### src/hdl/uqsd_pkg.sv
// Shared types and constants for the URL query string decoder.
// Character codes, parser mode and escape enums, the result struct and hex decode.
// No dependencies.
`default_nettype none

package uqsd_pkg;

  localparam logic [7:0] CH_QMARK = 8'h3F;
  localparam logic [7:0] CH_EQUAL = 8'h3D;
  localparam logic [7:0] CH_AMP   = 8'h26;
  localparam logic [7:0] CH_PLUS  = 8'h2B;
  localparam logic [7:0] CH_PCT   = 8'h25;
  localparam logic [7:0] CH_SPACE = 8'h20;

  localparam int unsigned TUSER_W = 5;

  typedef enum logic [1:0] {
    MODE_QMARK = 2'd0,
    MODE_KEY   = 2'd1,
    MODE_VALUE = 2'd2,
    MODE_ERROR = 2'd3
  } uqsd_mode_t;

  typedef enum logic [1:0] {
    ESC_NONE = 2'd0,
    ESC_HI   = 2'd1,
    ESC_LO   = 2'd2
  } uqsd_esc_t;

  typedef struct packed {
    logic [7:0] data;
    logic       data_valid;
    logic       is_value;
    logic       key_end;
    logic       pair_end;
    logic       error;
    logic       finished;
  } uqsd_res_t;

  typedef struct packed {
    logic       ok;
    logic [3:0] val;
  } uqsd_hex_t;

  function automatic uqsd_hex_t hex_decode(input logic [7:0] c);
    uqsd_hex_t h;
    h.ok  = 1'b1;
    h.val = 4'd0;
    priority if (c >= 8'h30 && c <= 8'h39) begin
      h.val = c[3:0];
    end else if ((c >= 8'h41 && c <= 8'h46) || (c >= 8'h61 && c <= 8'h66)) begin
      // 'A'..'F' and 'a'..'f' share the low nibble 1..6
      h.val = c[3:0] + 4'd9;
    end else begin
      h.ok = 1'b0;
    end
    return h;
  endfunction

endpackage

`default_nettype wire

### src/hdl/uqsd_parser.sv
// Parser state machine: decodes one query string byte per enabled cycle.
// Holds parse mode, escape step and pending high nibble; emits one result per byte.
// Depends on uqsd_pkg.
`default_nettype none

module uqsd_parser (
  input  wire                  clk,
  input  wire                  rst_n,
  input  wire                  step_en,
  input  wire [7:0]            in_byte,
  input  wire                  in_last,
  output uqsd_pkg::uqsd_res_t  res
);
  import uqsd_pkg::*;

  uqsd_mode_t mode_r, mode_nxt, mode_go;
  uqsd_esc_t  esc_r, esc_nxt, esc_go;
  logic [3:0] nib_r, nib_nxt, nib_go;
  uqsd_hex_t  hex;
  logic       err;
  logic       valid, kend, pend, isval;
  logic [7:0] data;
  logic       in_value;

  assign hex      = hex_decode(in_byte);
  assign in_value = (mode_r == MODE_VALUE);

  // Decode the byte against the current state
  always_comb begin
    err     = 1'b0;
    data    = 8'd0;
    valid   = 1'b0;
    kend    = 1'b0;
    pend    = 1'b0;
    mode_go = mode_r;
    esc_go  = esc_r;
    nib_go  = nib_r;
    unique case (mode_r)
      MODE_QMARK: begin
        if (in_byte == CH_QMARK) mode_go = MODE_KEY;
        else                     err = 1'b1;
      end
      MODE_KEY, MODE_VALUE: begin
        priority if (esc_r == ESC_HI) begin
          if (!hex.ok) err = 1'b1;
          else begin
            nib_go = hex.val;
            esc_go = ESC_LO;
          end
        end else if (esc_r == ESC_LO) begin
          if (!hex.ok) err = 1'b1;
          else begin
            data   = {nib_r, hex.val};
            valid  = 1'b1;
            esc_go = ESC_NONE;
          end
        end else if (in_byte == CH_PCT) begin
          esc_go = ESC_HI;
        end else if (in_byte == CH_PLUS) begin
          data  = CH_SPACE;
          valid = 1'b1;
        end else if (in_byte == CH_AMP) begin
          if (in_value) begin
            pend    = 1'b1;
            mode_go = MODE_KEY;
          end else begin
            err = 1'b1;
          end
        end else if (in_byte == CH_EQUAL && !in_value) begin
          kend    = 1'b1;
          mode_go = MODE_VALUE;
          pend    = in_last;
        end else begin
          data  = in_byte;
          valid = 1'b1;
        end
        // String ends here: close the value, or fault on an open key or escape
        if (!err && in_last && !kend && !pend) begin
          if (esc_go != ESC_NONE || !in_value) err = 1'b1;
          else                                 pend = 1'b1;
        end
      end
      default: err = 1'b1;
    endcase
  end

  // Next state
  always_comb begin
    mode_nxt = mode_r;
    esc_nxt  = esc_r;
    nib_nxt  = nib_r;
    if (step_en) begin
      if (in_last) begin
        mode_nxt = MODE_QMARK;
        esc_nxt  = ESC_NONE;
        nib_nxt  = 4'd0;
      end else begin
        mode_nxt = err ? MODE_ERROR : mode_go;
        esc_nxt  = esc_go;
        nib_nxt  = nib_go;
      end
    end
  end

  // Outputs: a fault blanks the data and every mark except finished
  always_comb begin
    isval          = valid && in_value;
    res.data       = err ? 8'd0 : data;
    res.data_valid = valid && !err;
    res.is_value   = isval && !err;
    res.key_end    = kend && !err;
    res.pair_end   = pend && !err;
    res.error      = err;
    res.finished   = in_last;
  end

  always_ff @(posedge clk) begin
    if (!rst_n) begin
      mode_r <= MODE_QMARK;
      esc_r  <= ESC_NONE;
      nib_r  <= 4'd0;
    end else begin
      mode_r <= mode_nxt;
      esc_r  <= esc_nxt;
      nib_r  <= nib_nxt;
    end
  end

endmodule

`default_nettype wire

### src/hdl/url_query_string_decoder.sv
// URL query string decoder: usage notes
// Input stream: one raw query string byte per beat on in_tdata, in_tlast on the
// final byte. The string must open with '?', then key=value pairs joined by '&';
// '+' decodes to a space and '%' with two hex digits decodes to one byte.
// Output stream: exactly one beat per input beat. out_tdata is the decoded byte,
// out_tuser carries data_valid, is_value, key_end, pair_end and error, and
// out_tlast marks the beat for the final input byte.
// Output: each result is registered; during a stall it waits in the skid register.
// Throughput: one byte per cycle while in_tready is high, set by the parser state update.
// Stall: an output register plus one skid register hold results; in_tready drops
// only once both are full, and rises again when the receiver takes a beat.
// Error: a malformed string raises error on the faulting beat and on every later
// beat up to and including the final one; other marks stay low meanwhile.
// Reset: parser returns to expecting '?', both result registers empty.
// After each final byte the parser restarts for the next string.
// Depends on uqsd_pkg and uqsd_parser.
`default_nettype none

module url_query_string_decoder (
  input  wire                          clk,
  input  wire                          rst_n,
  input  wire                          in_tvalid,
  output logic                         in_tready,
  input  wire  [7:0]                   in_tdata,   // [7:0] in_byte
  input  wire                          in_tlast,
  output logic                         out_tvalid,
  input  wire                          out_tready,
  output logic [7:0]                   out_tdata,  // [7:0] data
  // [0] data_valid, [1] is_value, [2] key_end, [3] pair_end, [4] error
  output logic [uqsd_pkg::TUSER_W-1:0] out_tuser,
  output logic                         out_tlast
);
  import uqsd_pkg::*;

  logic      in_fire;
  uqsd_res_t new_res;
  uqsd_res_t out_res_r, out_res_nxt;
  uqsd_res_t skid_res_r, skid_res_nxt;
  logic      out_valid_r, out_valid_nxt;
  logic      skid_valid_r, skid_valid_nxt;

  assign in_tready = !skid_valid_r;
  assign in_fire   = in_tvalid && in_tready;

  uqsd_parser u_parser (
    .clk     (clk),
    .rst_n   (rst_n),
    .step_en (in_fire),
    .in_byte (in_tdata),
    .in_last (in_tlast),
    .res     (new_res)
  );

  always_comb begin
    out_valid_nxt  = out_valid_r;
    out_res_nxt    = out_res_r;
    skid_valid_nxt = skid_valid_r;
    skid_res_nxt   = skid_res_r;
    if (!out_valid_r || out_tready) begin
      // Output slot frees up: drain the skid beat first
      if (skid_valid_r) begin
        out_valid_nxt  = 1'b1;
        out_res_nxt    = skid_res_r;
        skid_valid_nxt = 1'b0;
      end else begin
        out_valid_nxt = in_fire;
        out_res_nxt   = new_res;
      end
    end else if (in_fire) begin
      // Receiver stalled: park the new beat
      skid_valid_nxt = 1'b1;
      skid_res_nxt   = new_res;
    end
  end

  always_ff @(posedge clk) begin
    if (!rst_n) begin
      out_valid_r  <= 1'b0;
      skid_valid_r <= 1'b0;
    end else begin
      out_valid_r  <= out_valid_nxt;
      skid_valid_r <= skid_valid_nxt;
    end
  end

  always_ff @(posedge clk) begin
    out_res_r  <= out_res_nxt;
    skid_res_r <= skid_res_nxt;
  end

  assign out_tvalid = out_valid_r;
  assign out_tdata  = out_res_r.data;
  assign out_tuser  = {out_res_r.error, out_res_r.pair_end, out_res_r.key_end,
                       out_res_r.is_value, out_res_r.data_valid};
  assign out_tlast  = out_res_r.finished;

`ifndef SYNTH
  a_skid_behind_out: assert property (@(posedge clk) disable iff (!rst_n)
    skid_valid_r |-> out_valid_r)
    else $error("skid register holds a beat while the output register is empty");

  a_stall_parks: assert property (@(posedge clk) disable iff (!rst_n)
    (in_fire && out_valid_r && !out_tready) |=> skid_valid_r)
    else $error("beat accepted during an output stall was not parked");

  a_error_blanks: assert property (@(posedge clk) disable iff (!rst_n)
    (out_valid_r && out_res_r.error) |->
      (!out_res_r.data_valid && !out_res_r.key_end && !out_res_r.pair_end))
    else $error("error beat carries data or pair marks");
`endif

endmodule

`default_nettype wire

### config.mk
export PLATFORM = sky130hd
export DESIGN_NAME = url_query_string_decoder
export DESIGN_NICKNAME = d
export VERILOG_FILES = /design/src/hdl/uqsd_pkg.sv /design/src/hdl/uqsd_parser.sv /design/src/hdl/url_query_string_decoder.sv
export SDC_FILE = /design/constraint.sdc
export NUM_CORES = 1
export LEC_CHECK = 0
export BUFFER_PORTS_ARGS = -buffer_cell sky130_fd_sc_hd__buf_2
export CAP_MARGIN = 20
export CORE_ASPECT_RATIO = 1.4
export CORE_MARGIN = 5
export CORE_UTILIZATION = 57
export DETAILED_ROUTE_END_ITERATION = 12
export MAX_ROUTING_LAYER = met4
export PLACE_DENSITY = 0.79
export SYNTH_ARGS = -nofsm -noshare
export SYNTH_HDL_FRONTEND = slang
export SYNTH_HIERARCHICAL = 1
export SYNTH_SLANG_ARGS = --single-unit
### constraint.sdc
create_clock -name clk -period 3.3 [get_ports clk]
set_input_delay 0.495 -clock clk [delete_from_list [all_inputs] [get_ports clk]]
set_output_delay 0.495 -clock clk [all_outputs]
set_load 0.01 [all_outputs]
# Word-level counts from Yosys, hierarchy flattened
# Index checks and enable logic that the tools add are counted.
[word_totals] regBits=38 in_bits=13 output_inout_bits=16
[classes] add_sub_neg=1 magnitude_cmp=6 eq_ne=16 muxes=77 bitwise_logic=2 reduce_logical=35
[ops] cell="$mux W8" count=9
[ops] cell="$mux W1" count=41
[ops] cell="$eq A8 B6 Y1 const B" count=5
[ops] cell="$mux W2" count=18
[ops] cell="$mux W4" count=6
[ops] cell="$ge A8 B7 Y1 const B" count=2
[ops] cell="$le A8 B7 Y1 const B" count=2
[ops] cell="$ne A4 B3 Y1 const B" count=4
[ops] cell="$mux W14" count=1
[ops] cell="$logic_and A1 B1 Y1" count=13
[ops] cell="$reduce_and A9 Y1" count=1
[ops] cell="$ge A8 B6 Y1 const B" count=1
[ops] cell="$le A8 B6 Y1 const B" count=1
[ops] cell="$reduce_bool A2 Y1" count=4
[ops] cell="$logic_not A1 Y1" count=7
[ops] cell="$ne A5 B2 Y1 const B" count=1
[ops] cell="$ne A5 B3 Y1 const B" count=1
[ops] cell="$add A4 B4 Y4 const B" count=1
[ops] cell="$eq A2 B1 Y1 const B" count=2
[ops] cell="$eq A2 B2 Y1 const B" count=2
[ops] cell="$ne A4 B2 Y1 const B" count=1
[ops] cell="$pmux W2 S2" count=1
[ops] cell="$reduce_and A2 Y1" count=2
[ops] cell="$reduce_and A4 Y1" count=1
[ops] cell="6 further kinds" count=10

# Longest topological paths before layout
# Gate-level depths: netlist of run 1.
[logic_depth] ltp_word=18 ltp_mapped=11 mapped_depth_nobuf=9

# By module
# The synthesis of run 1 kept the hierarchy.
[by_module_without_submodules] mod="uqsd_parser" n_inst=1 cells_per_inst=163 area_per_inst_um2=1169.9 seq_area_each_um2=160.2
[by_module_without_submodules] mod="url_query_string_decoder" n_inst=1 cells_per_inst=53 area_per_inst_um2=1137.3 seq_area_each_um2=880.8

# Worst setup path after synthesis of run 1
# OpenSTA, ideal clock, no wires.
[synth_timing] path_type="input-to-reg" startpoint="input port in_tdata[1]" endpoint="register out_res_r, in the netlist out_tuser[1], data pin" setup_ns=0.260 arrival_ns=2.616 path_slack_ns=0.424 cell_stages=10 n_path_buf=1 path_cell_list="inv_1 > ha_1 > or3b_2 > and4b_1 > clkbuf_1 > o31a_1 > o2111ai_2 > a21oi_1 > and2_1 > mux2_2"
[synth_rtl] element="start: declaration" line="url_query_string_decoder.sv:24" text="input wire [7:0] in_tdata,"
[synth_rtl] element="end signal: assignment" line="url_query_string_decoder.sv:87" text="out_res_r <= out_res_nxt;"
[synth_rtl] element="end: declaration" line="url_query_string_decoder.sv:37" text="uqsd_res_t out_res_r, out_res_nxt;"

==> impl_metrics.yaml, run 1 <==
clocking:
  clk_pin_slew_worst_paths_ns: 0.07
  cts_num_sinks: 38
  worstSkewPairLatency_ns: 0.29
  cts_max_path_buffers: 2
  post_cts_buffers: 0
  ctsHoldBuffers: 0
  htreeDepth: 2
  post_cts_resized: 0
  clockRootBuffer: "clkbuf_8"
  cts_tree: "done"
  cts_inserted_buffers: 5
pwr:
  total_power_uw: 986
  p_leak_uw: 0.000990
  p_per_area_nw_per_um2: 381
  peakVddDrop_uv: 378
route:
  drt-vias-per-instance: 6.17
  drt-met1-wl_um: 1910
  wl_met2_um: 2320
  drt-total-wl_um: 4630
  dr.max_layer_used: "met4"
  postRouteAntennaNets: 0
  drc_errors: 0
  routed-wl-met3_um: 288
  via_count: 1808
  drt_iter0_markers: 87
  drt-pass1-iter-count: 4
  drt-wirelength-per-cell_um: 15.8
final_layout:
  fill_cells: 327
  nNetsFinal: 269
  n_antenna_cell: 0
  post_route_cells_drive_above_1_share_pct: 28.0
  final_cell_count_no_fill: 293
  syn_to_final_growth_pct: 12.3
critical_path:
  startpoint_type: "input port"
  crit_required_ns: 3.34
  crit_path_end_kind: "flip-flop"
  path_class: "input port to flip-flop"
  critPathMaxFanout: 8
  rrSetupSlack_ns: 0.47
  crit_arrival_ns: 2.87
flow_run:
  maxCapViolations: 0
placed_design:
  place_inst: 285
  dp_hpwl_um: 3420
  place.gp.congestion: 0.902
  portBuffers: 28
yosys:
  synth-edff-count: 28
  synth_fp_nets: 236
  ys_types: 59
  synthTopCellsByArea: "edfxtp_1 (36%), dfxtp_1 (8.7%), mux2_2 (4.4%)"
  synth_seq_area_share_pct: 45.1
  netlist_area_um2: 2310
  synth_top_area_share_pct: 36.4
  ys_seq_elements: 38
  synthFlopType: "edfxtp_1"
  async_flop_share_pct: 0
  synth_area_per_cell_um2: 10.7
  netlist_top_cells_count: "edfxtp_1 (28), nor2_1 (15), inv_1 (12), nand2_1 (12), o21ai_0 (11)"
  synth_area_leader_cell: "edfxtp_1"
  yosysMostFrequentCell: "edfxtp_1"
  ys_warn_count: 6
  postSynthCellCount: 216
die:
  fp.dieH_um: 85.3
  io_pins: 29
  start_util_pct: 58.9
  die_area_um2: 5440
  core_area_um2: 3920
  rows: 27
  die_w_um: 63.8
timing:
  fmax_mhz: 353
  worst_slew_pin_slew_ns: 0.759
  slew_viol_final: 0
  timing.setup.tns_ns: 0
  fin_crit_sh_pct: 85.9
  fin_skew_ns: 0.00774
  max-slew-margin-rel_pct: 49.4
  rsz0062_at_grt: "no"
  setup_violations: 0
  min_period_ns: 2.83
  fin_hold_ws_ns: 0.480
  finalHoldViolCount: 0
worst_hold_path:
  hold_class: "flip-flop to flip-flop"
global_routing:
  gr-total-overflow: 0
  antenna_found_initial: 0
  grt_pass1_vias: 1729
  grt_pass1_wl_um: 7960
  grt_start_max_net_pins: 20
  grtUsageTotal_pct: 18.7
outcome:
  status: "complete, no violations"
==> layout make-up <==
cell class              instances  area, um^2  area share, %
clock inverters                 1        5.00          0.193
multi-input cells             151        1130           43.6
inverters                      14        52.6           2.03
flip-flops and latches         38        1040           40.2
repair buffers                 39         223           8.59
well taps                      43        53.8           2.08
clock buffers                   7        86.3           3.33
==> critical path: stages <==
cell and delay (ns):
buf_2 0.14, inv_1 0.13, ha_1 0.18, or3b_2 0.48, and4b_1 0.27, o31a_1 0.30
o2111ai_2 0.31, buf_4 0.22, a311oi_1 0.06, mux2_4 0.28
==> cell families (layout without fill, tap and decap cells) <==
family          Yosys count  in the layout  synth area share, %
fa+ha+maj                 7              7                 3.80
flops                    38             38                 45.1
mux                      17             17                 9.17
simple gates             70             70                 17.7
compound gates           55             55                 17.3
buf+inv                  27             61                 6.13
xor+xnor                  2              2                0.759
==> registers in the layout, summed over array words and instances, names as in the netlist <==
register / flops
out_tdata: 8
out_tvalid: 1
u_parser/esc_r: 2
skid_res_r: 14
out_tuser: 5
out_tlast: 1
u_parser/nib_r: 4
u_parser/mode_r: 2
skid_valid_r: 1
==> report_power, final <==
group	internal [uW]	switching [uW]	leakage (uW)	total, uW
clock network	168	154	0.0000482	322
registers	531	5.32	0.000371	537
logic	53.1	73.9	0.000571	127
==> metrics by stage <==
| step | util (%) | setup WS, ns | area [um^2] |
|---|---|---|---|
| 2_1_floorplan | - | 0.424 | 2310 |
| 3_3_place_gp | 63.8 | 0.261 | 2500 |
| 3_5_place_dp | 63.8 | 0.195 | 2500 |
| 4_1_cts | 66.1 | 0.489 | 2590 |
| 5_1_grt | 66.1 | 0.283 | 2590 |
| 6_report | 66.1 | 0.466 | 2590 |
==> routing by layer <==
layer	vias to the layer above	global-route usage, %
met3	9	3.44
met4	0	10.0
li1	888	-
met2	65	29.4
met1	846	22.6
met5	-	-
==> path summary, 6_finish.rpt <==
path | start | cells after the start | endpoint
max reg2reg | u_parser/mode_r[0] | 8 | out_tdata[1]
min reg2reg | u_parser/nib_r[0] | 2 | u_parser/nib_r[0]
max | in_tdata[0] | 10 | out_tdata[3]
min | u_parser/nib_r[0] | 2 | u_parser/nib_r[0]
==> cells in the final DEF, fill, tap and decap left out, types with 2 or more instances in the layout <==
master,Yosys,final
nand2b_1,3,3
clkbuf_8,0,6
edfxtp_1,28,28
buf_4,2,11
and2_1,3,3
nand3_1,9,9
nand2_1,12,12
o21ai_0,11,11
clkinv_1,2,2
a21oi_1,7,7
mux2_4,6,6
dfxtp_1,10,10
mux2i_1,2,2
buf_2,1,28
inv_1,12,12
a311oi_1,2,2
nand4_1,4,4
a21boi_0,4,4
nor3b_1,4,3
a31oi_1,9,9
nor2_1,15,15
and4b_1,2,2
nand3b_1,3,3
or2_2,2,2
o22ai_1,6,6
nor3_1,2,2
ha_1,7,7
mux2_2,9,9
No activity file was read; power rests on OpenSTA's default activity.
==> run 2, diff against run 1 <==
Settings changed: CTS_CLUSTER_DIAMETER set to 30, PLACE_DENSITY 0.79 to 0.78.
==> impl_metrics.yaml, run 2 (synthesis gave the netlist of run 1 again) <==
clocking:
  cts_max_path_buffers: 2
  post_cts_buffers: 0
  cts_num_sinks: 38
  ctsHoldBuffers: 0
  post_cts_resized: 0
  clockRootBuffer: "clkbuf_8"
  clk_pin_slew_worst_paths_ns: 0.07
  htreeDepth: 2
  cts_inserted_buffers: 5
  cts_tree: "done"
  worstSkewPairLatency_ns: 0.28
route:
  drt-wirelength-per-cell_um: 16.2
  postRouteAntennaNets: 0
  via_count: 1799
  drt-pass1-iter-count: 4
  drc_errors: 0
  drt_iter0_markers: 55
  drt-vias-per-instance: 6.18
  drt-total-wl_um: 4720
final_layout:
  syn_to_final_growth_pct: 11.8
  largest_reg_flops: 14
  fill_cells: 315
  n_antenna_cell: 0
  nNetsFinal: 267
  layout_common_cells: "buf_2 (28), edfxtp_1 (28), nor2_1 (15)"
  top_register: "skid_res_r"
  post_route_cells_drive_above_1_share_pct: 27.8
critical_path:
  path_class: "flip-flop to flip-flop"
  r2r-start: "u_parser/mode_r[0]"
  crit_arrival_ns: 2.90
  crit_required_ns: 3.46
  ff2ff_path_depth: 8
  reg2reg_to: "out_tdata[1]"
  startpoint_type: "flip-flop"
  critPathMaxFanout: 11
  rrSetupSlack_ns: 0.56
  crit_path_end_kind: "flip-flop"
timing:
  fin_skew_ns: 0.00407
  finalHoldViolCount: 0
  timing.setup.tns_ns: 0
  slew_viol_final: 0
  max-slew-margin-rel_pct: 49.3
  fmax_mhz: 365
  min_period_ns: 2.74
  setup_violations: 0
  fin_crit_sh_pct: 83.0
  worst_slew_pin_slew_ns: 0.760
  rsz0062_at_grt: "no"
  setup_ws_ns: 0.562
pwr:
  pwr-share-comb_pct: 12.8
  sequentialPowerShare_pct: 54.2
  switching_share_pct: 24.1
  p_leak_uw: 0.000980
  clockPowerShare_pct: 33.0
  intPower_uw: 751
  peakVddDrop_uv: 309
  p_per_area_nw_per_um2: 384
  p_sw_uw: 239
flow_run:
  maxCapViolations: 0
placed_design:
  place_worst_setup_slack_ns: 0.285
  dp_hpwl_um: 3590
  portBuffers: 28
  place.gp.congestion: 0.880
die:
  fp.dieH_um: 85.3
  rows: 27
  start_util_pct: 58.9
  io_pins: 29
  die_area_um2: 5440
  core_area_um2: 3920
  die_w_um: 63.8
worst_hold_path:
  min_from: "u_parser/nib_r[2]"
  hold_class: "flip-flop to flip-flop"
  whs_endpoint: "u_parser/nib_r[2]"
  hold_path_depth: 2
global_routing:
  grt_start_max_net_pins: 20
  gr-total-overflow: 0
  grt_pass1_wl_um: 7980
  antenna_found_initial: 0
  grtUsageTotal_pct: 18.6
  grt_pass1_vias: 1728
outcome:
  status: "complete, no violations"
run 2: final cells by class:
cell class | count | area, um^2 | share of cell area, %
Clock buffer | 6 | 82.6 | 3.20
Clock inverter | 2 | 12.5 | 0.485
Timing Repair Buffer | 37 | 208 | 8.05
Inverter | 14 | 52.6 | 2.04
Multi-Input combinational cell | 151 | 1130 | 43.8
Tap cell | 43 | 53.8 | 2.09
Sequential cell | 38 | 1040 | 40.3
run 2: worst max-delay path: stages (launching register included):
cell	delay, ns
dfxtp_1	0.38
inv_1	0.08
ha_1	0.30
or4_1	0.64
a311oi_4	0.35
o2111ai_2	0.14
buf_4	0.21
nor3b_1	0.31
mux2_4	0.21
run 2: how the worst max path moves through the flow:
| stage | startpoint | end | slack (ns) | cells after the start |
|---|---|---|---|---|
| floorplan | in_tdata[1] | out_tuser[1] | 0.42 | 10 |
| global placement | in_tdata[0] | out_tdata[3] | 0.35 | 10 |
| detailed placement | in_tdata[1] | out_tdata[3] | 0.28 | 10 |
| CTS | in_tdata[1] | out_tdata[3] | 0.59 | 10 |
| global route | u_parser/mode_r[0] | out_tdata[1] | 0.39 | 8 |
| finish | u_parser/mode_r[0] | out_tdata[1] | 0.56 | 8 |
run 2: per-stage QoR:
stage	cell area [um^2]	power (uW)	hold WS, ns	cells	utilization [%]
global route	2580	1030	0.501	291	65.8
CTS	2580	997	0.484	291	65.8
floorplan	2310	631	0.448	216	-
finish	2580	990	0.486	291	65.8
detailed placement	2480	673	0.473	283	63.4
global placement	2480	672	0.462	283	63.4
run 2: power by group through the flow:
stage / Clock (uW) / Combinational [uW] / Sequential [uW]
floorplan: 0 / 75.5 / 555
global placement: 0 / 125 / 547
detailed placement: 0 / 126 / 547
CTS: 334 / 127 / 537
global route: 356 / 139 / 539
finish: 327 / 127 / 537
run 2: routing by layer:
layer	share of wire [%]	track usage, %	vias to the layer above
met2	50	30.3	66
li1	-	-	890
met5	0	-	-
met1	42	22.0	832
met3	5.0	2.65	11
met4	2.6	9.83	0
==> run 3, diff against run 2 <==
Clock period 3.3 ns to 2.8 ns, I/O delays scaled along.
==> impl_metrics.yaml, run 3 (synthesis gave the netlist of run 1 again) <==
global_routing:
  grt_pass1_wl_um: 8580
  grt_start_max_net_pins: 18
  antenna_found_initial: 0
  grt_pass1_vias: 1858
  grtUsageTotal_pct: 20.5
  gr-total-overflow: 0
route:
  drt-pass1-iter-count: 4
  via_count: 1883
  drc_errors: 0
  drt-total-wl_um: 5110
  drt_iter0_markers: 118
  drt-wirelength-per-cell_um: 16.7
  postRouteAntennaNets: 0
  drt-vias-per-instance: 6.15
die:
  io_pins: 29
  start_util_pct: 58.9
  rows: 27
  die_w_um: 63.8
  fp.dieH_um: 85.3
  die_area_um2: 5440
  core_area_um2: 3920
outcome:
  status: "complete, no violations"
clocking:
  clk_pin_slew_worst_paths_ns: 0.07
  htreeDepth: 2
  cts_tree: "done"
  cts_max_path_buffers: 2
  cts_inserted_buffers: 5
  cts_num_sinks: 38
  worstSkewPairLatency_ns: 0.29
  ctsHoldBuffers: 0
  clockRootBuffer: "clkbuf_8"
placed_design:
  place.gp.congestion: 0.952
  dp_hpwl_um: 3930
  portBuffers: 28
  place_worst_setup_slack_ns: -0.150
critical_path:
  crit_path_end_kind: "flip-flop"
  path_class: "flip-flop to flip-flop"
  crit_arrival_ns: 2.81
  critPathMaxFanout: 8
  startpoint_type: "flip-flop"
  crit_required_ns: 2.97
final_layout:
  n_antenna_cell: 0
  nNetsFinal: 282
  layout_common_cells: "buf_2 (28), edfxtp_1 (28), buf_4 (24)"
  top_register: "skid_res_r"
  post_route_cells_drive_above_1_share_pct: 31.6
  largest_reg_flops: 14
  syn_to_final_growth_pct: 16.4
timing:
  fin_hold_ws_ns: 0.432
  slew_viol_final: 0
  fmax_mhz: 379
  max-slew-margin-rel_pct: 52.8
  rsz0062_at_grt: "no"
  worst_slew_pin_slew_ns: 0.701
  setup_violations: 0
  min_period_ns: 2.64
  fin_crit_sh_pct: 94.4
  finalHoldViolCount: 0
  fin_skew_ns: 0.00442
  setup_ws_ns: 0.158
flow_run:
  maxCapViolations: 0
pwr:
  peakVddDrop_uv: 413
  p_leak_uw: 0.00105
  p_per_area_nw_per_um2: 430
worst_hold_path:
  hold_class: "input port to flip-flop"
run 3: path summary, 6_finish.rpt:
| check | startpoint | end | slack, ns | cells past startpoint |
|---|---|---|---|---|
| hold reg to reg | u_parser/nib_r[2] | u_parser/nib_r[2] | 0.48 | 2 |
| setup / recovery | u_parser/mode_r[0] | out_tdata[0] | 0.16 | 8 |
| setup reg to reg | u_parser/mode_r[0] | out_tdata[0] | 0.16 | 8 |
| hold / removal | in_tvalid | skid_valid_r | 0.43 | 3 |
run 3: per-layer routing:
layer | vias to the layer above | share of wire [%] | global-route usage, %
li1 | 913 | - | -
met1 | 877 | 40 | 22.7
met2 | 80 | 52 | 34.7
met3 | 13 | 5.9 | 2.78
met4 | 0 | 2.7 | 11.5
met5 | - | 0 | -
run 3: cell type report:
class	count	area (um^2)
clock buffers	6	72.6
inverters	14	52.6
clock inverters	2	8.76
flip-flops and latches	38	1040
repair buffers	52	320
well taps	43	53.8
fillers	314	1230
multi-input cells	151	1140
run 3: stage by stage:
step           util [%]  setup TNS (ns)  power [uW]  std cells  cell area, um^2
3_3_place_gp       66.3         -0.0389         804        298             2600
2_1_floorplan         -               0         743        216             2310
5_1_grt            68.5               0        1200        306             2690
3_5_place_dp       66.3          -0.448         808        298             2600
6_report           68.5               0        1160        306             2690
4_1_cts            68.4               0        1160        306             2680
run 3: timing repair:
item / CTS / global route
buffers inserted: 0 / 0
gates resized for setup: 0 / 1
setup endpoints to repair: 0 / 2
run 3: worst max-delay path, cell delays in order, from the launching register on:
cell,delay (ns)
dfxtp_1,0.37
inv_1,0.08
ha_1,0.22
or4_1,0.61
a311oi_4,0.35
o2111ai_2,0.20
buf_4,0.22
a311oi_2,0.26
mux2_4,0.20
run 3: power by group:
group	internal [uW]	leakage [uW]	total, uW	switching (uW)
combinational	71.5	0.000634	164	92.6
clock	171	0.0000426	358	187
sequential	626	0.000371	633	6.58
total	869	0.00105	1160	286
